### config.mk
export PLATFORM = sky130hd
export DESIGN_NAME = four_channel_esc_pulse_generator_top_flat
export DESIGN_NICKNAME = d
export VERILOG_FILES = /design/src/rtl/core/ecpg_pkg.sv /design/src/rtl/core/ecpg_if.sv /design/src/rtl/core/ecpg_lane.sv /design/src/rtl/core/ecpg_ctrl.sv /design/src/rtl/core/four_channel_esc_pulse_generator_top.sv /design/src/flat_wrapper.sv
export SDC_FILE = /design/constraint.sdc
export NUM_CORES = 1
export LEC_CHECK = 0
export BUFFER_PORTS_ARGS = -buffer_cell sky130_fd_sc_hd__buf_2
export CELL_PAD_IN_SITES_DETAIL_PLACEMENT = 1
export CELL_PAD_IN_SITES_GLOBAL_PLACEMENT = 1
export CORE_MARGIN = 10
export CORE_UTILIZATION = 48
export DETAILED_ROUTE_END_ITERATION = 8
export GPL_TIMING_DRIVEN = 0
export PLACE_DENSITY = 0.92
export SKIP_CTS_REPAIR_TIMING = 1
export SYNTH_ARGS = -nofsm -noshare
export SYNTH_HDL_FRONTEND = slang
export SYNTH_SLANG_ARGS = --single-unit
### constraint.sdc
create_clock -name clk -period 11.7 [get_ports clk]
set_clock_uncertainty 0.1 [all_clocks]
set_input_delay 0.585 -clock clk [delete_from_list [all_inputs] [get_ports clk]]
set_output_delay 0.585 -clock clk [all_outputs]
set_load 0.1 [all_outputs]
### src/rtl/core/ecpg_pkg.sv
// Package for the four-channel pulse generator: shared widths, register
// indexes, reset values and the lane control struct.
// No dependencies.
package ecpg_pkg;

    localparam int CHANNELS        = 4;
    localparam int CMD_WIDTH       = 12;
    localparam int LIMIT_WIDTH     = 11;
    localparam int TIME_WIDTH      = 16;
    localparam int CFG_INDEX_WIDTH = 2;
    localparam int CFG_DATA_WIDTH  = 16;

    localparam logic [CFG_INDEX_WIDTH-1:0] REG_MIN_FRAME  = 2'd0;
    localparam logic [CFG_INDEX_WIDTH-1:0] REG_BASE_LEN   = 2'd1;
    localparam logic [CFG_INDEX_WIDTH-1:0] REG_HIGH_LIMIT = 2'd2;

    localparam logic [TIME_WIDTH-1:0]  MIN_FRAME_RESET  = 16'd2500;
    localparam logic [TIME_WIDTH-1:0]  BASE_LEN_RESET   = 16'd1000;
    localparam logic [LIMIT_WIDTH-1:0] HIGH_LIMIT_RESET = 11'd1000;

    // Control from the sequencer to every channel lane for one request.
    typedef struct packed {
        logic step;   // state advances for this request
        logic load;   // latch a fresh command
        logic start;  // frame begins: drive the line high
        logic eval;   // command part: test the line against the count
    } lane_ctrl_t;

endpackage

### src/rtl/core/ecpg_if.sv
// Channel interfaces of the pulse generator: request, result and
// configuration write. Depends on ecpg_pkg.
interface ecpg_req_if;
    logic                                       valid;
    logic                                       ready;
    logic                                       req_type;
    logic signed [ecpg_pkg::CMD_WIDTH-1:0]      cmd_one;
    logic signed [ecpg_pkg::CMD_WIDTH-1:0]      cmd_two;
    logic signed [ecpg_pkg::CMD_WIDTH-1:0]      cmd_three;
    logic signed [ecpg_pkg::CMD_WIDTH-1:0]      cmd_four;

    modport source (output valid, req_type, cmd_one, cmd_two, cmd_three, cmd_four,
                    input ready);
    modport sink (input valid, req_type, cmd_one, cmd_two, cmd_three, cmd_four,
                  output ready);
endinterface

interface ecpg_res_if;
    logic valid;
    logic ready;
    logic line_one;
    logic line_two;
    logic line_three;
    logic line_four;
    logic busy_res;
    logic accepted;

    modport source (output valid, line_one, line_two, line_three, line_four,
                    busy_res, accepted, input ready);
    modport sink (input valid, line_one, line_two, line_three, line_four,
                  busy_res, accepted, output ready);
endinterface

interface ecpg_cfg_if;
    logic                                       valid;
    logic                                       ready;
    logic [ecpg_pkg::CFG_INDEX_WIDTH-1:0]       index;
    logic [ecpg_pkg::CFG_DATA_WIDTH-1:0]        data;

    modport source (output valid, index, data, input ready);
    modport sink (input valid, index, data, output ready);
endinterface

### src/rtl/core/ecpg_lane.sv
// One channel lane: clamps and latches its command, holds its line level
// and decides when the line drops. Depends on ecpg_pkg.
module ecpg_lane #(
    parameter int COUNT_WIDTH = 16
) (
    input  logic                                    clk,
    input  logic                                    rst_n,
    input  ecpg_pkg::lane_ctrl_t                    ctrl,
    input  logic [COUNT_WIDTH-1:0]                  count,
    input  logic signed [ecpg_pkg::CMD_WIDTH-1:0]   cmd,
    input  logic [ecpg_pkg::LIMIT_WIDTH-1:0]        high_limit,
    output logic                                    level_next
);

    localparam int CMPW = (COUNT_WIDTH > ecpg_pkg::LIMIT_WIDTH) ?
                          COUNT_WIDTH : ecpg_pkg::LIMIT_WIDTH;

    logic [ecpg_pkg::LIMIT_WIDTH-1:0] cmd_reg;
    logic                             level_reg;
    logic [ecpg_pkg::LIMIT_WIDTH-1:0] cmd_clamped;
    logic [ecpg_pkg::LIMIT_WIDTH-1:0] cmd_eff;
    logic                             drop;
    logic                             level_base;

    always_comb
    begin
        if (cmd[ecpg_pkg::CMD_WIDTH-1])
            cmd_clamped = '0;
        else if (cmd[ecpg_pkg::LIMIT_WIDTH-1:0] > high_limit)
            cmd_clamped = high_limit;
        else
            cmd_clamped = cmd[ecpg_pkg::LIMIT_WIDTH-1:0];
    end

    // A fresh command may be tested in the same request that loads it.
    assign cmd_eff    = ctrl.load ? cmd_clamped : cmd_reg;
    assign drop       = (CMPW'(count) >= CMPW'(cmd_eff)) || (count == '1);
    assign level_base = ctrl.start ? 1'b1 : level_reg;
    assign level_next = (ctrl.eval && drop) ? 1'b0 : level_base;

    always_ff @(posedge clk or negedge rst_n)
    begin
        if (!rst_n)
        begin
            cmd_reg   <= '0;
            level_reg <= 1'b0;
        end
        else
        begin
            if (ctrl.step)
                level_reg <= level_next;
            if (ctrl.load)
                cmd_reg <= cmd_clamped;
        end
    end

endmodule

### src/rtl/core/ecpg_ctrl.sv
// Frame sequencer: phase state machine, elapsed and phase counters, and the
// merge of the lane levels that ends a frame. Depends on ecpg_pkg.
module ecpg_ctrl #(
    parameter int COUNT_WIDTH = 16
) (
    input  logic                                clk,
    input  logic                                rst_n,
    input  logic                                take,
    input  logic                                req_type,
    input  logic [ecpg_pkg::TIME_WIDTH-1:0]     min_frame,
    input  logic [ecpg_pkg::TIME_WIDTH-1:0]     base_len,
    input  logic                                lines_any,
    output ecpg_pkg::lane_ctrl_t                lane_ctrl,
    output logic [COUNT_WIDTH-1:0]              count,
    output logic                                busy,
    output logic                                accepted
);

    localparam int CMPW = (COUNT_WIDTH > ecpg_pkg::TIME_WIDTH) ?
                          COUNT_WIDTH : ecpg_pkg::TIME_WIDTH;

    typedef enum logic [1:0] {
        PH_IDLE,
        PH_WAIT,
        PH_BASE,
        PH_CMD
    } phase_t;

    phase_t                  phase_reg, phase_mid, phase_next;
    logic [COUNT_WIDTH-1:0]  pc_reg, pc_mid, pc_next;
    logic [COUNT_WIDTH-1:0]  since_reg, since_next;
    logic                    acc_mid;

    // Apply the request, then settle every phase change that needs no tick.
    always_comb
    begin
        phase_mid  = phase_reg;
        pc_mid     = pc_reg;
        since_next = since_reg;
        acc_mid    = 1'b0;
        lane_ctrl  = '0;
        if (take)
        begin
            if (req_type)
            begin
                if (phase_reg == PH_IDLE)
                begin
                    lane_ctrl.load = 1'b1;
                    lane_ctrl.step = 1'b1;
                    phase_mid      = PH_WAIT;
                    pc_mid         = '0;
                    acc_mid        = 1'b1;
                end
            end
            else
            begin
                lane_ctrl.step = 1'b1;
                if (since_reg != '1)
                    since_next = since_reg + 1'b1;
                if ((phase_reg == PH_BASE || phase_reg == PH_CMD) && pc_reg != '1)
                    pc_mid = pc_reg + 1'b1;
            end
        end
        if (lane_ctrl.step)
        begin
            if (phase_mid == PH_WAIT &&
                (CMPW'(since_next) >= CMPW'(min_frame) || since_next == '1))
            begin
                lane_ctrl.start = 1'b1;
                since_next      = '0;
                pc_mid          = '0;
                phase_mid       = PH_BASE;
            end
            if (phase_mid == PH_BASE &&
                (CMPW'(pc_mid) >= CMPW'(base_len) || pc_mid == '1))
            begin
                pc_mid    = '0;
                phase_mid = PH_CMD;
            end
            if (phase_mid == PH_CMD)
                lane_ctrl.eval = 1'b1;
        end
    end

    assign count = pc_mid;

    // The frame ends once every lane has dropped its line.
    always_comb
    begin
        phase_next = phase_mid;
        pc_next    = pc_mid;
        if (lane_ctrl.eval && !lines_any)
        begin
            phase_next = PH_IDLE;
            pc_next    = '0;
        end
    end

    assign busy     = (phase_next != PH_IDLE);
    assign accepted = acc_mid;

    always_ff @(posedge clk or negedge rst_n)
    begin
        if (!rst_n)
        begin
            phase_reg <= PH_IDLE;
            pc_reg    <= '0;
            since_reg <= '1;
        end
        else if (lane_ctrl.step)
        begin
            phase_reg <= phase_next;
            pc_reg    <= pc_next;
            since_reg <= since_next;
        end
    end

endmodule

### src/rtl/core/four_channel_esc_pulse_generator_top.sv
// Top level of the four-channel pulse generator: configuration registers,
// channel lanes, sequencer and the result register.
// Depends on ecpg_pkg, ecpg_if, ecpg_lane and ecpg_ctrl.
//
//  Port  | Direction | Carries
//  ------+-----------+---------------------------------------------------
//  req   | sink      | tick or frame request with four signed commands
//  res   | source    | four line levels, busy flag, request-taken flag
//  cfg   | sink      | register write: index and data, always ready
//
// Results are registered; a request is taken each cycle with req.ready.
// The lane compare and the end-of-frame merge set the cycle's depth.
// A result sits in the output register until taken; req.ready is high
// whenever that register is empty or is being emptied in the same cycle.
// Reset clears the state to idle with the elapsed count saturated.
module four_channel_esc_pulse_generator_top #(
    parameter int COUNT_WIDTH = 16
) (
    input  logic            clk,
    input  logic            rst_n,
    ecpg_req_if.sink        req,
    ecpg_res_if.source      res,
    ecpg_cfg_if.sink        cfg
);

    logic [ecpg_pkg::TIME_WIDTH-1:0]        min_frame_reg;
    logic [ecpg_pkg::TIME_WIDTH-1:0]        base_len_reg;
    logic [ecpg_pkg::LIMIT_WIDTH-1:0]       high_limit_reg;

    logic                                   take;
    logic                                   res_valid_reg;
    logic [ecpg_pkg::CHANNELS-1:0]          line_reg;
    logic                                   busy_reg;
    logic                                   acc_reg;

    logic signed [ecpg_pkg::CMD_WIDTH-1:0]  cmd_arr [ecpg_pkg::CHANNELS];
    logic [ecpg_pkg::CHANNELS-1:0]          level_next;
    ecpg_pkg::lane_ctrl_t                   lane_ctrl;
    logic [COUNT_WIDTH-1:0]                 count;
    logic                                   busy;
    logic                                   accepted;

    assign cfg.ready = 1'b1;

    always_ff @(posedge clk or negedge rst_n)
    begin
        if (!rst_n)
        begin
            min_frame_reg  <= ecpg_pkg::MIN_FRAME_RESET;
            base_len_reg   <= ecpg_pkg::BASE_LEN_RESET;
            high_limit_reg <= ecpg_pkg::HIGH_LIMIT_RESET;
        end
        else if (cfg.valid)
        begin
            unique case (cfg.index)
                ecpg_pkg::REG_MIN_FRAME: min_frame_reg <= cfg.data;
                ecpg_pkg::REG_BASE_LEN:  base_len_reg  <= cfg.data;
                ecpg_pkg::REG_HIGH_LIMIT:
                    high_limit_reg <= cfg.data[ecpg_pkg::LIMIT_WIDTH-1:0];
                default: ;
            endcase
        end
    end

    assign req.ready = !res_valid_reg || res.ready;
    assign take      = req.valid && req.ready;

    assign cmd_arr[0] = req.cmd_one;
    assign cmd_arr[1] = req.cmd_two;
    assign cmd_arr[2] = req.cmd_three;
    assign cmd_arr[3] = req.cmd_four;

    for (genvar k = 0; k < ecpg_pkg::CHANNELS; k++)
    begin : g_lane
        ecpg_lane #(
            .COUNT_WIDTH (COUNT_WIDTH)
        ) u_lane (
            .clk        (clk),
            .rst_n      (rst_n),
            .ctrl       (lane_ctrl),
            .count      (count),
            .cmd        (cmd_arr[k]),
            .high_limit (high_limit_reg),
            .level_next (level_next[k])
        );
    end

    ecpg_ctrl #(
        .COUNT_WIDTH (COUNT_WIDTH)
    ) u_ctrl (
        .clk        (clk),
        .rst_n      (rst_n),
        .take       (take),
        .req_type   (req.req_type),
        .min_frame  (min_frame_reg),
        .base_len   (base_len_reg),
        .lines_any  (|level_next),
        .lane_ctrl  (lane_ctrl),
        .count      (count),
        .busy       (busy),
        .accepted   (accepted)
    );

    always_ff @(posedge clk or negedge rst_n)
    begin
        if (!rst_n)
            res_valid_reg <= 1'b0;
        else if (take)
            res_valid_reg <= 1'b1;
        else if (res.ready)
            res_valid_reg <= 1'b0;
    end

    always_ff @(posedge clk)
    begin
        if (take)
        begin
            line_reg <= level_next;
            busy_reg <= busy;
            acc_reg  <= accepted;
        end
    end

    assign res.valid      = res_valid_reg;
    assign res.line_one   = line_reg[0];
    assign res.line_two   = line_reg[1];
    assign res.line_three = line_reg[2];
    assign res.line_four  = line_reg[3];
    assign res.busy_res   = busy_reg;
    assign res.accepted   = acc_reg;

endmodule

### src/flat_wrapper.sv
// flat-port wrapper written by rule: the top's interface ports become plain ports
module four_channel_esc_pulse_generator_top_flat 
#(
    parameter int COUNT_WIDTH = 16
)
  (clk, rst_n, req_valid, req_req_type, req_cmd_one, req_cmd_two, req_cmd_three, req_cmd_four, req_ready, res_valid, res_line_one, res_line_two, res_line_three, res_line_four, res_busy_res, res_accepted, res_ready, cfg_valid, cfg_index, cfg_data, cfg_ready);
  ecpg_req_if req_i ();
  ecpg_res_if res_i ();
  ecpg_cfg_if cfg_i ();
  input  logic clk;
  input  logic rst_n;
  input wire logic [$bits(req_i.valid)-1:0] req_valid;
  input wire logic [$bits(req_i.req_type)-1:0] req_req_type;
  input wire logic [$bits(req_i.cmd_one)-1:0] req_cmd_one;
  input wire logic [$bits(req_i.cmd_two)-1:0] req_cmd_two;
  input wire logic [$bits(req_i.cmd_three)-1:0] req_cmd_three;
  input wire logic [$bits(req_i.cmd_four)-1:0] req_cmd_four;
  output wire logic [$bits(req_i.ready)-1:0] req_ready;
  output wire logic [$bits(res_i.valid)-1:0] res_valid;
  output wire logic [$bits(res_i.line_one)-1:0] res_line_one;
  output wire logic [$bits(res_i.line_two)-1:0] res_line_two;
  output wire logic [$bits(res_i.line_three)-1:0] res_line_three;
  output wire logic [$bits(res_i.line_four)-1:0] res_line_four;
  output wire logic [$bits(res_i.busy_res)-1:0] res_busy_res;
  output wire logic [$bits(res_i.accepted)-1:0] res_accepted;
  input wire logic [$bits(res_i.ready)-1:0] res_ready;
  input wire logic [$bits(cfg_i.valid)-1:0] cfg_valid;
  input wire logic [$bits(cfg_i.index)-1:0] cfg_index;
  input wire logic [$bits(cfg_i.data)-1:0] cfg_data;
  output wire logic [$bits(cfg_i.ready)-1:0] cfg_ready;
  assign req_i.valid = req_valid;
  assign req_i.req_type = req_req_type;
  assign req_i.cmd_one = req_cmd_one;
  assign req_i.cmd_two = req_cmd_two;
  assign req_i.cmd_three = req_cmd_three;
  assign req_i.cmd_four = req_cmd_four;
  assign req_ready = req_i.ready;
  assign res_valid = res_i.valid;
  assign res_line_one = res_i.line_one;
  assign res_line_two = res_i.line_two;
  assign res_line_three = res_i.line_three;
  assign res_line_four = res_i.line_four;
  assign res_busy_res = res_i.busy_res;
  assign res_accepted = res_i.accepted;
  assign res_i.ready = res_ready;
  assign cfg_i.valid = cfg_valid;
  assign cfg_i.index = cfg_index;
  assign cfg_i.data = cfg_data;
  assign cfg_ready = cfg_i.ready;
  four_channel_esc_pulse_generator_top #(.COUNT_WIDTH(COUNT_WIDTH)) u_core (.clk(clk), .rst_n(rst_n), .req(req_i), .res(res_i), .cfg(cfg_i));
endmodule
==> flow_summary_export.csv, run 1 <==
group,metric,value,unit
power_and_ir_drop,p_leak,5.43,nW
sta,finalCritPeriodShare,0.963,
clock_tree,cts_root_buf,"clkbuf_16",
placement,placedInstanceArea,11100,um2
setup_path,crit_family,"compound AO/OA/AOI/OAI gates",
power_and_ir_drop,power.share.clock,0.251,
global_route,grt_pass1_vias,10800,
synthesis,synth.distinct_cells,95,
placement,io_buffer_count,78,
finish,fin_nets,1383,
power_and_ir_drop,p_sw_frac,0.425,
power_and_ir_drop,p_sw,0.977,mW
status,status,"completed",
route,drt_first_pass_iters,5,
global_route,antenna_found_initial,0,
finish,utilization,0.556,
sta,max_slew_margin,0.248,
clock_tree,cts_sinks,132,
route,wl_met1,14900,um
clock_tree,cts_buffers,17,
power_and_ir_drop,internal_power,1.32,mW
synthesis,synth_simple_gate_area_frac,0.184,
synthesis,synth-compound-area-share,0.212,
synthesis,muxShareOfSynthArea,0.0763,
clock_tree,path_clk_slew,0.07,ns
sta,tns,0,ns
die,coreArea,21100,um2
clock_tree,cts_tree,"built",
route,first_iter_violations,853,
sta,finalSetupViolCount,0,
route,post_drt_wl_per_cell,26.8,um
synthesis,synth_edf_count,6,
placement,dp_hpwl,28800,um
power_and_ir_drop,cellPowerDensity,196,nW/um2
sta,rsz0062_at_grt,"false",
synthesis,synthXorXnorAreaFrac,0.00593,
setup_path,critPathKind,"reg2reg",
setup_path,cp.required,11.97,ns
setup_path,path_max_fanout,10,
global_route,track_usage,0.278,
synthesis,avgSynthCellArea,9.48,um2
finish,final_common_cell,"ha_1",
finish,antenna_cells_inserted,0,
global_route,grt_max_degree,100,
die,die_y,167,um
synthesis,synth_seq_cells,132,
synthesis,syn_inst,1090,
worst_hold_path,min-delay-start,"cfg_data[12]",
power_and_ir_drop,seqPwrFrac,0.301,
finish,fill_cells,2409,
route,top_layer,"met4",
route,wl,39600,um
clock_tree,htreeDepth,4,
clock_tree,clockBufferDepth,2,
power_and_ir_drop,power_frac_comb,0.448,
route,dr_wl_met2,19600,um
clock_tree,clock_latency,0.45,ns
setup_path,arrival,11.54,ns
power_and_ir_drop,vdd_drop_max,0.118,mV
sta,hold_violations,0,
placement,dp.cells,1444,
global_route,grt-ovfl-total,0,
synthesis,ys_async_sr_fraction,0.955,
finish,mostFrequentLayoutCells,"122 x ha_1, 104 x nand2_1, 93 x dfrtp_1",
sta,post-route-min-period,11.26,ns
route,via_count,9947,
route,met3_length,2440,um
die,initial_utilization,0.490,
sta,max_clock_freq,88.8,MHz
synthesis,synth_top_family_by_area,"compound AO/OA/AOI/OAI gates",
setup_path,worstSetupEndpointType,"flip-flop",
die,die_w,167,um
placement,gp_congestion,0.976,
setup_path,crit_buf_inv,4,
die,rows,53,
route,antenna_left,0,
setup_path,worst_setup_path_start_kind,"flip-flop",
sta,max_slew.worst_pin.slew,1.13,ns
finish,fin_area,11700,um2
synthesis,yosysWarnings,0,
synthesis,synthAdderAreaFrac,0.148,
synthesis,ys_seq_area_frac,0.326,
setup_path,crit_slowest_cell,"a2111oi_0",
job,maxCapViolCount,0,
finish,drive_above_1_share,0.196,
finish,syn2layout_area_growth,13.5,%
finish,largest_reg_flops,44,
finish,final_cells,1477,
synthesis,ys.flop_type,"dfrtp_1",
setup_path,cp_slowest_stage_delay,0.63,ns
route,drc,0,
setup_path,r2r_slack,0.44,ns
global_route,grt_pass1_wl,61900,um
die,die_area,27800,um2
sta,drv_slew,0,
synthesis,syn_nets,1284,
setup_path,r2r-start,"u_core.u_ctrl.since_reg[0]",
setup_path,worstSetupStartpoint,"u_core.u_ctrl.since_reg[0]",
worst_hold_path,hp-class,"in2reg",
die,ios,81,
route,drt-vias-per-instance,6.73,
synthesis,netlist_area,10300,um2
power_and_ir_drop,p_total,2.30,mW
## worst register-to-register path, delay by kind of cell (launching register included)
kind,cells,cell delay [ns]
compound gates,20,5.57
simple gates,10,2.42
fa+ha+maj,4,1.17
buf+inv,4,1.14
flops,1,0.62
xor+xnor,1,0.18
## synthesized netlist by cell type, types with 5 or more instances
library cell  number  area [um2]
ha_1             122        1530
nand2_1          104         390
dfrtp_1           93        2330
inv_1             59         221
nor2_1            58         218
o31ai_1           54         405
mux2i_1           45         450
o31a_1            42         368
o21ai_0           41         205
clkbuf_1          36         135
a21oi_1           34         170
dfstp_2           33         867
mux2_2            30         338
nand4_1           29         181
a21o_1            27         203
o21a_1            26         195
nand3_1           19        95.1
and2_1            16         100
nor3_1            13        65.1
nand2b_1          10        62.6
nor2_2            10        62.6
nor4_1            10        62.6
nor2b_1            8        50.1
a211oi_1           7        52.6
a31oi_1            7        43.8
and4_1             7        61.3
nand3b_1           7        52.6
or3_1              7        43.8
or4_1              7        52.6
edfxtp_1           6         180
xnor2_1            6        52.6
o22ai_1            5        31.3
## power by group through the flow
| stage | Clock (mW) | Combinational, mW | Sequential, mW |
|---|---|---|---|
| 6_report | 0.577 | 1.03 | 0.693 |
| 5_1_grt | 0.596 | 1.11 | 0.704 |
| 3_5_place_dp | 0 | 0.959 | 0.690 |
| 2_1_floorplan | 0 | 0.653 | 0.685 |
| 3_3_place_gp | 0 | 0.881 | 0.679 |
| 4_1_cts | 0.575 | 1.00 | 0.688 |
## logic make-up (layout without fill, tap and decap cells)
| family | count (synthesis) | after routing |
|---|---|---|
| AND/OR/NAND/NOR | 342 | 342 |
| AO/OA/AOI/OAI | 296 | 296 |
| flip-flops | 132 | 132 |
| adder cells (fa/ha/maj) | 122 | 122 |
| buffers and inverters | 115 | 227 |
| multiplexers | 75 | 75 |
| XOR/XNOR | 7 | 7 |
| other | 1 | 1 |
## area by class of cell
cell class,instances,area [um2],share of cell area
Sequential cell,132,3370,0.288
Clock buffer,17,425,0.0363
Timing Repair Buffer,80,434,0.0370
Buffer,51,243,0.0207
Tap cell,275,344,0.0293
Multi-Input combinational cell,843,6480,0.553
Inverter,64,244,0.0208
Clock inverter,15,183,0.0156
## metrics by stage
stage          hold slack (ns)  setup WS, ns
2_1_floorplan            0.189          2.75
3_3_place_gp             0.354          1.38
3_5_place_dp             0.365         0.856
4_1_cts                -0.0847         0.397
5_1_grt                  0.307         0.166
6_report                 0.277         0.436
## final timing paths
check	cells after the start	to
min in group asynchronous	2	u_core.g_lane[2].u_lane.cmd_reg[8]
worst max-delay path	39	u_core.u_ctrl.pc_reg[10]
max in group asynchronous	3	u_core.u_ctrl.since_reg[0]
worst min register to register	2	u_core.g_lane[0].u_lane.cmd_reg[7]
worst min-delay path	3	u_core.min_frame_reg[12]
worst max register to register	39	u_core.u_ctrl.pc_reg[10]
## per-layer routing
metal | global-route usage | vias to the layer above
li1 | - | 4294
met1 | 0.313 | 4933
met2 | 0.470 | 529
met3 | 0.0555 | 191
met4 | 0.184 | 0
met5 | 0 | -
Power figures use the tool's default switching activity.
==> inputs of run 2 (changes only) <==
CORE_UTILIZATION = 30   (was 48)
GPL_TIMING_DRIVEN = default   (was 0)
PLACE_DENSITY = 0.65   (was 0.92)
==> flow_summary_export.csv, run 2 (synthesized netlist as in run 1, its figures left out) <==
group,metric,value,unit
route,drt-vias-per-instance,5.48,
setup_path,crit_slowest_cell,"dfstp_2",
setup_path,cp.required,11.96,ns
sta,max_clock_freq,102,MHz
sta,holdWs,0.103,ns
clock_tree,clockBufferDepth,2,
clock_tree,clock_latency,0.44,ns
die,die_y,206,um
setup_path,path_max_fanout,21,
route,drt_first_pass_iters,5,
route,drc,0,
clock_tree,htreeDepth,4,
route,antenna_left,0,
setup_path,cp_slowest_stage_delay,0.60,ns
die,coreArea,33800,um2
setup_path,arrival,10.03,ns
setup_path,crit_top_cell,"ha_1",
sta,tns,0,ns
setup_path,r2r_slack,1.93,ns
finish,final_common_cell,"ha_1",
clock_tree,cts_tree,"built",
power_and_ir_drop,vdd_drop_max,0.115,mV
setup_path,worst_setup_path_start_kind,"flip-flop",
worst_hold_path,hp-class,"in2async",
setup_path,crit_buf_inv,0,
global_route,grt-ovfl-total,0,
sta,finalSetupViolCount,0,
finish,mostFrequentLayoutCells,"122 x ha_1, 104 x nand2_1, 93 x dfrtp_1",
sta,hold_violations,0,
setup_path,r2r_cells,34,
setup_path,r2r-end,"u_core.u_ctrl.pc_reg[3]",
setup_path,crit_family,"compound AO/OA/AOI/OAI gates",
power_and_ir_drop,cellPowerDensity,185,nW/um2
route,post_drt_wl_per_cell,21.1,um
die,ios,81,
route,wl,33800,um
global_route,grt_pass1_wl,53200,um
clock_tree,cts_sinks,132,
die,rows,67,
finish,largest_reg_flops,44,
clock_tree,cts_buffers,17,
setup_path,r2r-start,"u_core.u_ctrl.since_reg[0]",
placement,dp_hpwl,26800,um
status,status,"completed",
die,initial_utilization,0.306,
sta,max_slew_margin,0.285,
finish,syn2layout_area_growth,13.4,%
route,first_iter_violations,466,
setup_path,critPathKind,"reg2reg",
sta,drv_slew,0,
power_and_ir_drop,p_leak,5.35,nW
finish,fill_cells,3915,
setup_path,worstSetupEndpointType,"flip-flop",
placement,gp_congestion,0.887,
global_route,grt_max_degree,80,
finish,drive_above_1_share,0.197,
die,die_w,206,um
clock_tree,cts_root_buf,"clkbuf_16",
job,maxCapViolCount,0,
clock_tree,path_clk_slew,0.07,ns
sta,rsz0062_at_grt,"false",
sta,max_slew.worst_pin.slew,1.06,ns
finish,fin_nets,1336,
finish,antenna_cells_inserted,0,
sta,finalCritPeriodShare,0.835,
global_route,track_usage,0.162,
placement,io_buffer_count,79,
global_route,grt_pass1_vias,9128,
die,die_area,42300,um2
route,via_count,8781,
sta,post-route-min-period,9.77,ns
global_route,antenna_found_initial,0,
run 2: changes by cell type in the layout (fill, tap and decap cells not counted), moves of 2 or more:
cell        before  now
buf_1            2    0
buf_2           80   78
buf_4            4    6
buf_6            5    0
clkbuf_1        36    0
clkbuf_2         2    0
clkinv_4         1    3
clkinvlp_4       3    1
run 2: routing by layer:
| layer | up-vias | share of wire | routed length (um) | track usage |
|---|---|---|---|---|
| li1 | 4235 | - | - | - |
| met1 | 4400 | 0.47 | 15800 | 0.210 |
| met2 | 120 | 0.49 | 16600 | 0.274 |
| met3 | 26 | 0.024 | 824 | 0.0242 |
| met4 | 0 | 0.015 | 520 | 0.0415 |
| met5 | - | 0 | 0 | 0 |
run 2: worst register-to-register path: cells and delay by family, from the launching register on:
| kind | cells | cell delay (ns) |
|---|---|---|
| XOR/XNOR | 1 | 0.15 |
| adder cells (fa/ha/maj) | 4 | 1.14 |
| AO/OA/AOI/OAI | 18 | 5.24 |
| AND/OR/NAND/NOR | 11 | 2.47 |
| flip-flops | 1 | 0.60 |
run 2: where the power goes:
group / switching (mW) / total (mW) / internal, mW
Clock: 0.246 / 0.571 / 0.325
Sequential: 0.0904 / 0.691 / 0.601
Combinational: 0.533 / 0.909 / 0.376
Total: 0.870 / 2.17 / 1.30
run 2: how the worst max path moves through the flow:
stage                               startpoint                 endpoint  slack [ns]  cells past startpoint
finish              u_core.u_ctrl.since_reg[0]  u_core.u_ctrl.pc_reg[3]        1.93                     34
global route        u_core.u_ctrl.since_reg[0]  u_core.u_ctrl.pc_reg[5]        0.73                     36
CTS                 u_core.u_ctrl.since_reg[0]  u_core.u_ctrl.pc_reg[0]        1.98                     36
detailed placement                   req_valid  u_core.u_ctrl.pc_reg[3]        1.77                     34
global placement                     req_valid  u_core.u_ctrl.pc_reg[0]        2.03                     34
floorplan                     u_core.res.valid  u_core.u_ctrl.pc_reg[8]        2.75                     38
run 2: per-stage QoR:
step                       util  cells  setup slack, ns  cell area, um2  power (mW)
after detailed placement  0.329   1571             1.77           11100        1.61
after global routing      0.347   1603            0.733           11700        2.34
after CTS                 0.347   1603             1.98           11700        2.19
after floorplan               -   1090             2.75           10300        1.34
final                     0.347   1603             1.93           11700        2.17
after global placement    0.329   1571             2.03           11100        1.57
run 2: area by class of cell:
| type | instances | area, um2 | area share |
|---|---|---|---|
| clock inverter | 15 | 190 | 0.0162 |
| inverter | 64 | 244 | 0.0208 |
| sequential | 132 | 3370 | 0.288 |
| clock buffer | 17 | 425 | 0.0363 |
| tap | 448 | 561 | 0.0478 |
| multi-input combinational | 843 | 6490 | 0.554 |
| timing repair buffer | 84 | 435 | 0.0372 |
